File: config.mk
export PLATFORM = sky130hd
export DESIGN_NAME = pmu_divider
export DESIGN_NICKNAME = d
export VERILOG_FILES = /design/src/rtl/assert_macros.svh /design/src/rtl/pmu_pkg.sv /design/src/rtl/pmu_divider.sv
export SDC_FILE = /design/constraint.sdc
export NUM_CORES = 1
export LEC_CHECK = 0
export BUFFER_PORTS_ARGS = -buffer_cell sky130_fd_sc_hd__clkbuf_2
export CORE_MARGIN = 4
export CORE_UTILIZATION = 45
export CTS_CLUSTER_DIAMETER = 100
export CTS_CLUSTER_SIZE = 14
export DETAILED_ROUTE_END_ITERATION = 10
export HOLD_SLACK_MARGIN = 0.1
export MAX_ROUTING_LAYER = met4
export PLACE_DENSITY_LB_ADDON = 0.08
export SYNTH_ARGS = -nofsm -noshare
export SYNTH_HDL_FRONTEND = slang
export SYNTH_SLANG_ARGS = --single-unit
File: constraint.sdc
create_clock -name clock -period 3.5 [get_ports clock]
set_input_delay 0.7 -clock clock [delete_from_list [all_inputs] [get_ports clock]]
set_output_delay 0.7 -clock clock [all_outputs]
set_load 0.05 [all_outputs]
File: src/rtl/assert_macros.svh
// ----------------------------------------------------------------------------
// Assertion macros
// Concurrent assertion helpers for the RTL; empty in synthesis.
// ----------------------------------------------------------------------------
`ifndef ASSERT_MACROS_SVH
`define ASSERT_MACROS_SVH
`ifndef SYNTHESIS
`define ASSERT_ALWAYS(label, clk, rst, expr) \
   label: assert property (@(posedge clk) disable iff (rst) (expr)) \
      else $error("assertion failed");
`define ASSERT_IMPLY(label, clk, rst, ante, cons) \
   label: assert property (@(posedge clk) disable iff (rst) (ante) |-> (cons)) \
      else $error("assertion failed");
`else
`define ASSERT_ALWAYS(label, clk, rst, expr)
`define ASSERT_IMPLY(label, clk, rst, ante, cons)
`endif
`endif

File: src/rtl/pmu_pkg.sv
// ----------------------------------------------------------------------------
// Pheromone matrix update package
// Sizes, command and register codes, and shared types.
// ----------------------------------------------------------------------------
package pmu_pkg;
   localparam int MAX_NODES    = 128;
   localparam int NODE_BITS    = $clog2(MAX_NODES);
   localparam int ADDR_BITS    = 2 * NODE_BITS;
   localparam int DEPTH        = MAX_NODES * MAX_NODES;
   localparam int DIV_BITS     = 46;
   localparam int DIVISOR_BITS = 24;
   localparam int STEP_BITS    = 6;

   localparam logic [2:0] CMD_FILL    = 3'd0;
   localparam logic [2:0] CMD_EVAP    = 3'd1;
   localparam logic [2:0] CMD_DEPOSIT = 3'd2;
   localparam logic [2:0] CMD_DISTURB = 3'd3;
   localparam logic [2:0] CMD_READ    = 3'd4;

   localparam logic [1:0] REG_RHO   = 2'd0;
   localparam logic [1:0] REG_DELTA = 2'd1;
   localparam logic [1:0] REG_NODES = 2'd2;

   typedef struct packed {
      logic                done;
      logic [DIV_BITS-1:0] quotient;
   } div_rsp_type;
endpackage

File: src/rtl/pmu_divider.sv
// ----------------------------------------------------------------------------
// Pheromone matrix divider
// Restoring unsigned divider, one quotient bit per cycle.
// ----------------------------------------------------------------------------
module pmu_divider
   import pmu_pkg::*;
(
   input  logic                    clock,
   input  logic                    reset,
   input  logic                    start,
   input  logic [DIV_BITS-1:0]     dividend,
   input  logic [DIVISOR_BITS-1:0] divisor,
   output div_rsp_type             rsp
);
   logic [DIVISOR_BITS-1:0] rem_ff, rem_in;
   logic [DIV_BITS-1:0]     quo_ff, quo_in;
   logic [DIVISOR_BITS-1:0] dvs_ff, dvs_in;
   logic [STEP_BITS-1:0]    cnt_ff, cnt_in;
   logic                    busy_ff, busy_in;
   logic                    done_ff, done_in;
   logic [DIVISOR_BITS:0]   shifted;
   logic                    ge;

   always_comb begin
      shifted = {rem_ff, quo_ff[DIV_BITS-1]};
      ge      = shifted >= {1'b0, dvs_ff};
      rem_in  = rem_ff;
      quo_in  = quo_ff;
      dvs_in  = dvs_ff;
      cnt_in  = cnt_ff;
      busy_in = busy_ff;
      done_in = 1'b0;
      if (start) begin
         rem_in  = '0;
         quo_in  = dividend;
         dvs_in  = divisor;
         cnt_in  = '0;
         busy_in = 1'b1;
      end else if (busy_ff) begin
         rem_in = ge ? DIVISOR_BITS'(shifted - {1'b0, dvs_ff})
                     : DIVISOR_BITS'(shifted);
         quo_in = {quo_ff[DIV_BITS-2:0], ge};
         cnt_in = cnt_ff + 1'b1;
         if (cnt_ff == STEP_BITS'(DIV_BITS - 1)) begin
            busy_in = 1'b0;
            done_in = 1'b1;
         end
      end
   end

   always_ff @(posedge clock) begin
      rem_ff <= rem_in;
      quo_ff <= quo_in;
      dvs_ff <= dvs_in;
      cnt_ff <= cnt_in;
      if (reset) begin
         busy_ff <= 1'b0;
         done_ff <= 1'b0;
      end else begin
         busy_ff <= busy_in;
         done_ff <= done_in;
      end
   end

   assign rsp.done     = done_ff;
   assign rsp.quotient = quo_ff;
endmodule

==> results_dict.tcl, run 1 <==
set metrics [dict create \
    netlist_area_sq_mm 0.00546 \
    crit_type "reg -> reg" \
    synth-async-reset-ratio_pct 0 \
    synth-edff-count 70 \
    clk_pin_slew_ps 80 \
    synthMostInstantiatedCell "edfxtp_1" \
    ys_seq_area_share_pct 50.2 \
    syn-num-nets 585 \
    grtUsageMet2_pct 26.6 \
    grt_use_total_pct 18.4 \
    dp_hpwl_mm 8.78 \
    total_leakage_power_nw 2.70 \
    clk_path_buf_depth 2 \
    grt_pass1_vias 4178 \
    setup_viol 0 \
    hp-class "reg -> reg" \
    h-tree-depth 3 \
    finalCritPeriodShare_pct 84.1 \
    power.density_mw_per_mm2 507 \
    ant_nets 0 \
    p_comb_share_pct 26.1 \
    rsz0062_at_grt "no" \
    die_height_um 118 \
    setup_tns_ps 0 \
    p_seq_share_pct 45.0 \
    cts-root-buf "clkbuf_16" \
    drive_gt1_share_pct 33.4 \
    drc 0 \
    synth.ff_latch_count 102 \
    dp.cells 734 \
    synth_cells 485 \
    cp_max_fo 3 \
    status "complete, no violations" \
    swShare_pct 32.7 \
    placementRows 39 \
    crit_required_ps 3760 \
    boundaryPins 120 \
    cts_tree "done" \
    clock.fmax_ghz 0.340 \
    hold_viol 0 \
    fin_ws_ps 556 \
    pwr-share-clk_pct 28.9 \
    start_util_pct 46.8 \
    relSlewSlack_pct 52.6 \
    fp.dieW_um 118 \
    io_buffers 119 \
    critPathArrivalTime_ps 3200 \
    avgRoutedWirePerCell_um 16.1 \
    layout_min_cycle_time_ps 2940 \
    antenna_found_initial 0 \
    pre_cts_slack_ps 609 \
    dieArea_sq_mm 0.0140 \
    slew_violations 0 \
    drt_iter0_drc 267 \
    grtUsageMet1_pct 24.1 \
    cp-start-kind "register" \
    grt_pass1_wl_mm 20.3 \
    timing.hold.ws_ps 497 \
    switchingPower_w 0.00107 \
    core_sq_mm 0.0117 \
    diodes 0 \
    vdd_drop_max_v 0.000399 \
    cts.sinks 102 \
    regArea_sq_mm 0.00274 \
    critPathCaptureType "register" \
    yosysWarnings 0 \
    ctsHoldBuffers 0 \
    synth_flop_cell "edfxtp_1" \
    synth_top_area_share_pct 38.5 \
    grt_start_max_net_pins 62 \
    viasPerCell 5.48 \
    post_cts_buffers 0 \
    layout.nets 702 \
    cts_repair_resize_count 0 \
    top_usage_layer "met2" \
    synth_top_area_cell "edfxtp_1" \
    n_fill_cell 1045 \
    grt_use_met3_pct 6.21 \
    final_cells 750 \
    synth_cell_types 63 \
    power_w 0.00328 \
    worstMarginPinSlew_ps 712 \
    clock_latency_ps 360 \
    ys_top_cells_by_count "70 x edfxtp_1, 46 x mux2_2, 39 x nand2_1" \
    r2r_setup_slack_ps 560 \
    synth_area_per_cell_sq_um 11.3 \
    numCtsBuffers 9 \
    overflow 0 \
    vias 4112 \
    multiInputGateArea_sq_mm 0.00250 \
    gp_congestion 0.867 \
    skew_ps 11.8 \
    synthTopCellsByArea "edfxtp_1 38%, dfxtp_1 12%, mux2_2 9.5%, ha_1 6.0%, nand2_1 2.7%" \
    drv_cap 0 \
    finalWirelength_mm 12.1 \
    drt_pass1_iterations 4 \
    p_int_w 0.00221 \
    areaGrowthSynthToFinish_pct 18.4 \
]
per-layer routing:
layer	part of all wire [%]	routed length, um	vias up
li1	-	-	2041
met1	46	5560	1946
met2	45	5500	111
met3	7.2	874	14
met4	1.5	178	0
met5	0	0	-
flip-flops by register name, indices dropped and copies added (netlist names):
| signal | count |
|---|---|
| rem_ff | 24 |
| cnt_ff | 6 |
| quo_ff | 46 |
| dvs_ff | 24 |
| done_ff | 1 |
| busy_ff | 1 |
critical path: stages (launching register included):
cell,delay (ps)
edfxtp_1,370
inv_1,50
ha_1,210
fa_1,400
nor2b_1,160
o31a_1,190
o21bai_2,100
a221oi_4,350
o221ai_4,200
o221ai_2,200
mux2_1,340
a311oi_1,270
power groups by stage:
stage          Clock [W]  Combinational (W)  Sequential (W)
3_3_place_gp           0           0.000849         0.00150
3_5_place_dp           0           0.000856         0.00150
5_1_grt          0.00104           0.000931         0.00149
6_report        0.000948           0.000855         0.00148
4_1_cts         0.000981           0.000860         0.00148
2_1_floorplan          0           0.000460         0.00169
through the flow:
| stage | util (%) | cell area (sq um) |
|---|---|---|
| 2_1_floorplan | - | 5460 |
| 3_3_place_gp | 53.1 | 6190 |
| 3_5_place_dp | 53.1 | 6190 |
| 4_1_cts | 55.4 | 6470 |
| 5_1_grt | 55.4 | 6470 |
| 6_report | 55.4 | 6470 |
path summary, 6_finish.rpt:
| kind | start | to | depth (start not counted) |
|---|---|---|---|
| setup / recovery | quo_ff[45] | rem_ff[22] | 11 |
| hold / removal | rem_ff[7] | rem_ff[7] | 2 |
| setup reg to reg | quo_ff[45] | rem_ff[22] | 11 |
| hold reg to reg | rem_ff[7] | rem_ff[7] | 2 |
cell usage in the layout, fill, tap and decap left out, types with 16 or more instances in the layout:
cell type,count
a21oi_1,24
clkbuf_2,118
nor2_1,35
mux2_2,46
nand2_1,39
o21ai_0,16
inv_1,28
edfxtp_1,70
dfxtp_1,32
ha_1,26
area by class of cell:
cell class,instances,share of cell area [%]
Clock buffer,10,3.54
Clock inverter,6,0.677
Inverter,31,1.80
Multi-Input combinational cell,332,38.7
Sequential cell,102,42.4
Tap cell,143,2.77
Timing Repair Buffer,126,10.1
cell families after synthesis:
kind of cell               count (synthesis)  share of synthesized area, %
buffers and inverters                     51                          3.94
AOI/OAI and AO/OA                        108                          14.7
adders and majority gates                 27                          6.32
DFF                                      102                          50.2
and+or+nand+nor                          125                          11.0
muxes                                     54                          11.0
xor gates and xnor gates                  18                          2.89
(Power assumes the default switching activity.)
==> run 2, diff against run 1 <==
- clock period: 3.5 -> 3.1 ns (I/O delays scaled with it)
==> results_dict.tcl, run 2 (synthesis results as in run 1) <==
set metrics [dict create \
    cp_max_fo 3 \
    crit_required_ps 3360 \
    ctsHoldBuffers 0 \
    drive_gt1_share_pct 33.9 \
    layout_min_cycle_time_ps 2880 \
    grt_start_max_net_pins 56 \
    top_regs "quo_ff (46), dvs_ff (24), rem_ff (24)" \
    start_util_pct 46.8 \
    gp_congestion 0.887 \
    crit_start "quo_ff[45]" \
    hold_viol 0 \
    skew_ps 11.0 \
    core_sq_mm 0.0117 \
    numCtsBuffers 9 \
    dp_hpwl_mm 8.86 \
    cts-root-buf "clkbuf_16" \
    power.density_mw_per_mm2 583 \
    crit_type "reg -> reg" \
    placementRows 39 \
    critPathCaptureType "register" \
    r2r_setup_slack_ps 220 \
    clock.fmax_ghz 0.347 \
    n_fill_cell 1004 \
    drc 0 \
    finalWirelength_mm 12.1 \
    drt_iter0_drc 228 \
    relSlewSlack_pct 57.7 \
    avgRoutedWirePerCell_um 16.1 \
    status "complete, no violations" \
    drv_cap 0 \
    regArea_sq_mm 0.00274 \
    worstHoldPathCells 1 \
    boundaryPins 120 \
    areaGrowthSynthToFinish_pct 19.7 \
    clock_latency_ps 360 \
    largest_reg_flops 46 \
    total_leakage_power_nw 2.74 \
    final_cell_mix "118 x clkbuf_2, 70 x edfxtp_1, 46 x mux2_2" \
    cts_tree "done" \
    dieArea_sq_mm 0.0140 \
    multiInputGateArea_sq_mm 0.00251 \
    timing.rr.start "quo_ff[45]" \
    cts.sinks 102 \
    clk_path_buf_depth 2 \
    setup_viol 0 \
    holdCritStartpoint "divisor[19]" \
    fin_util_pct 56.1 \
    slew_violations 0 \
    layout_commonest_cell "clkbuf_2" \
    viasPerCell 5.41 \
    antenna_found_initial 0 \
    vias 4077 \
    regMostFlops "quo_ff" \
    worstSetupEndpoint "rem_ff[22]" \
    ant_nets 0 \
    reg2reg_depth 11 \
    r2r_end "rem_ff[22]" \
    vdd_drop_max_v 0.000516 \
    cp-start-kind "register" \
    clk_pin_slew_ps 70 \
    hp-class "in -> reg" \
    diodes 0 \
    grt_pass1_vias 4190 \
    grt_use_total_pct 18.4 \
    io_buffers 119 \
    finalCritPeriodShare_pct 92.9 \
    drt_pass1_iterations 4 \
    worstMarginPinSlew_ps 635 \
    h-tree-depth 3 \
    dpl_cell_area_sq_mm 0.00623 \
    post-route-cell-area_sq_mm 0.00654 \
    die_height_um 118 \
    critPathArrivalTime_ps 3140 \
    overflow 0 \
    fp.dieW_um 118 \
    grt_pass1_wl_mm 20.4 \
    layout.nets 706 \
]
[run 2: layout make-up]
class	instances	area share, %
timing repair buffer	130	10.6
inverter	31	1.78
sequential	102	41.9
clock inverter	4	0.842
clock buffer	12	3.77
tap	143	2.74
multi-input combinational	332	38.3
[run 2: worst min path at each step]
stage	end
finish	dvs_ff[19]
CTS	dvs_ff[19]
detailed placement	rem_ff[1]
global placement	rem_ff[1]
floorplan	cnt_ff[5]
global route	dvs_ff[19]
[run 2: critical path, stage by stage (launching register included)]
cell	delay, ps
edfxtp_1	400
inv_1	60
ha_1	210
fa_1	410
nor2b_2	140
o31a_1	200
o21bai_2	100
a221oi_4	340
o221ai_4	180
o221ai_2	180
mux2_1	330
a311oi_1	240
[run 2: report_power, final]
part | switching, W | internal [W] | total, W
Sequential | 0.0000681 | 0.00160 | 0.00166
Clock | 0.000515 | 0.000654 | 0.00117
Combinational | 0.000626 | 0.000352 | 0.000978
Total | 0.00121 | 0.00260 | 0.00381
[run 2: routing by layer]
| layer | GRT usage, % | routed length, um | up-vias |
|---|---|---|---|
| met5 | - | 0 | - |
| met4 | 4.98 | 114 | 0 |
| met3 | 5.64 | 781 | 10 |
| met2 | 27.5 | 5430 | 111 |
| met1 | 24.5 | 5810 | 1910 |
| li1 | - | - | 2046 |
[run 2: what timing repair did]
item / in CTS / in global routing
setup endpoints to repair: 0 / 1
gates resized for setup: 0 / 1
buffers inserted: 0 / 1
endpoints found under the hold margin: 0 / 0
[run 2: metrics by stage]
| stage | power [W] | hold slack, ps | TNS, ps | std cells | worst slack, ps |
|---|---|---|---|---|---|
| after floorplan | 0.00243 | 458 | 0 | 485 | 88.2 |
| after global placement | 0.00266 | 475 | 0 | 737 | 297 |
| after detailed placement | 0.00267 | 476 | 0 | 737 | 241 |
| after CTS | 0.00386 | 417 | 0 | 753 | 207 |
| after global routing | 0.00401 | 416 | -0.999 | 754 | -0.999 |
| final | 0.00381 | 435 | 0 | 754 | 220 |
==> run 3, diff against run 2 <==
- CORE_UTILIZATION: 45 -> 30
- GPL_ROUTABILITY_DRIVEN: not set -> 0
==> results_dict.tcl, run 3 (synthesis results as in run 1) <==
set metrics [dict create \
    status "complete, no violations" \
    largest_reg_flops 46 \
    diodes 0 \
    vdd_drop_max_v 0.000366 \
    finalWirelength_mm 13.1 \
    relSlewSlack_pct 64.5 \
    die_height_um 143 \
    ctsHoldBuffers 0 \
    crit_chain "inv_1, ha_1, fa_1, nor2b_1, o31a_1, o21bai_2, a221oi_4, o221ai_4, o221ai_2, mux2_1, a311oi_1" \
    path_buf_inv 1 \
    critPathMaxStageDelay_ps 400 \
    avgRoutedWirePerCell_um 15.6 \
    drt_pass1_iterations 4 \
    clock_latency_ps 350 \
    clock.fmax_ghz 0.350 \
    cts-root-buf "clkbuf_16" \
    rsz0062_at_grt "no" \
    critPathCaptureType "register" \
    layout_min_cycle_time_ps 2860 \
    p_int_w 0.00258 \
    pwr-share-clk_pct 30.4 \
    power.density_mw_per_mm2 573 \
    crit_required_ps 3360 \
    start_util_pct 30.4 \
    dp_hpwl_mm 9.48 \
    setup_viol 0 \
    viasPerCell 4.86 \
    p_comb_share_pct 26.0 \
    total_leakage_power_nw 2.73 \
    drc 0 \
    fp.dieW_um 143 \
    p_seq_share_pct 43.6 \
    io_buffers 119 \
    setup_tns_ps 0 \
    grt_use_total_pct 13.4 \
    numCtsBuffers 9 \
    placementRows 49 \
    critPathArrivalTime_ps 3120 \
    cp-start-kind "register" \
    final_cell_mix "118 x clkbuf_2, 70 x edfxtp_1, 46 x mux2_2" \
    switchingPower_w 0.00122 \
    layout.nets 703 \
    crit_type "reg -> reg" \
    cts_repair_resize_count 0 \
    clk_path_buf_depth 2 \
    n_fill_cell 1798 \
    h-tree-depth 3 \
    cp_top_family "compound AO/OA/AOI/OAI gates" \
    swShare_pct 32.2 \
    post_cts_buffers 0 \
    finalCritPeriodShare_pct 92.2 \
    layout_commonest_cell "clkbuf_2" \
    grt_pass1_wl_mm 21.1 \
    core_sq_mm 0.0180 \
    regMostFlops "quo_ff" \
    r2r_setup_slack_ps 240 \
    drv_cap 0 \
    cts_tree "done" \
    worstMarginPinSlew_ps 527 \
    drive_gt1_share_pct 33.6 \
    boundaryPins 120 \
    dieArea_sq_mm 0.0204 \
    overflow 0 \
    fin_ws_ps 243 \
    hold_viol 0 \
    areaGrowthSynthToFinish_pct 21.6 \
    pre_cts_slack_ps 243 \
    cp_max_fo 3 \
    dpl_cell_area_sq_mm 0.00635 \
    cts.sinks 102 \
    hp-class "in -> reg" \
    drt_iter0_drc 147 \
    antenna_found_initial 0 \
    top_regs "quo_ff (46), dvs_ff (24), rem_ff (24)" \
    vias 4071 \
    ant_nets 0 \
    grt_pass1_vias 4211 \
    post-route-cell-area_sq_mm 0.00664 \
    slew_violations 0 \
    clk_pin_slew_ps 70 \
    grt_start_max_net_pins 61 \
    skew_ps 6.66 \
    crit_slowest_cell "fa_1" \
]
[run 3: power groups by stage]
stage	Clock (W)	Sequential, W	Combinational [W]
finish	0.00116	0.00166	0.000989
global route	0.00128	0.00168	0.00108
CTS	0.00122	0.00166	0.00100
detailed placement	0	0.00169	0.000998
global placement	0	0.00169	0.000999
floorplan	0	0.00191	0.000520
[run 3: through the flow]
step                      utilization [%]  cells  total power (W)  hold WS [ps]
final                                37.0    837          0.00381           441
after global routing                 37.0    837          0.00404           425
after CTS                            37.0    837          0.00388           426
after detailed placement             35.3    821          0.00269           480
after global placement               35.3    821          0.00269           473
after floorplan                         -    485          0.00243           458
[run 3: worst paths after layout]
path	cells past startpoint	end	startpoint
max	11	rem_ff[22]	quo_ff[45]
min	1	dvs_ff[6]	divisor[6]
max reg2reg	11	rem_ff[22]	quo_ff[45]
min reg2reg	2	rem_ff[13]	rem_ff[13]
[run 3: area by class of cell]
| class | count | area [sq um] | area share [%] |
|---|---|---|---|
| sequential | 102 | 2740 | 41.3 |
| multi-input combinational | 332 | 2500 | 37.7 |
| timing repair buffer | 127 | 696 | 10.5 |
| tap | 229 | 287 | 4.31 |
| clock buffer | 10 | 229 | 3.45 |
| inverter | 31 | 116 | 1.75 |
| clock inverter | 6 | 67.6 | 1.02 |
[run 3: worst register-to-register path, cell delays in order, from the launching register on]
cell      delay, ps
edfxtp_1        370
inv_1            60
ha_1            210
fa_1            400
nor2b_1         160
o31a_1          190
o21bai_2        100
a221oi_4        330
o221ai_4        190
o221ai_2        190
mux2_1          330
a311oi_1        240
[run 3: layer usage]
metal | track usage [%] | wire (um) | share of wire [%]
met1 | 17.8 | 6300 | 48
met2 | 20.0 | 5860 | 45
met3 | 3.15 | 673 | 5.1
met4 | 4.80 | 239 | 1.8
met5 | - | 0 | 0
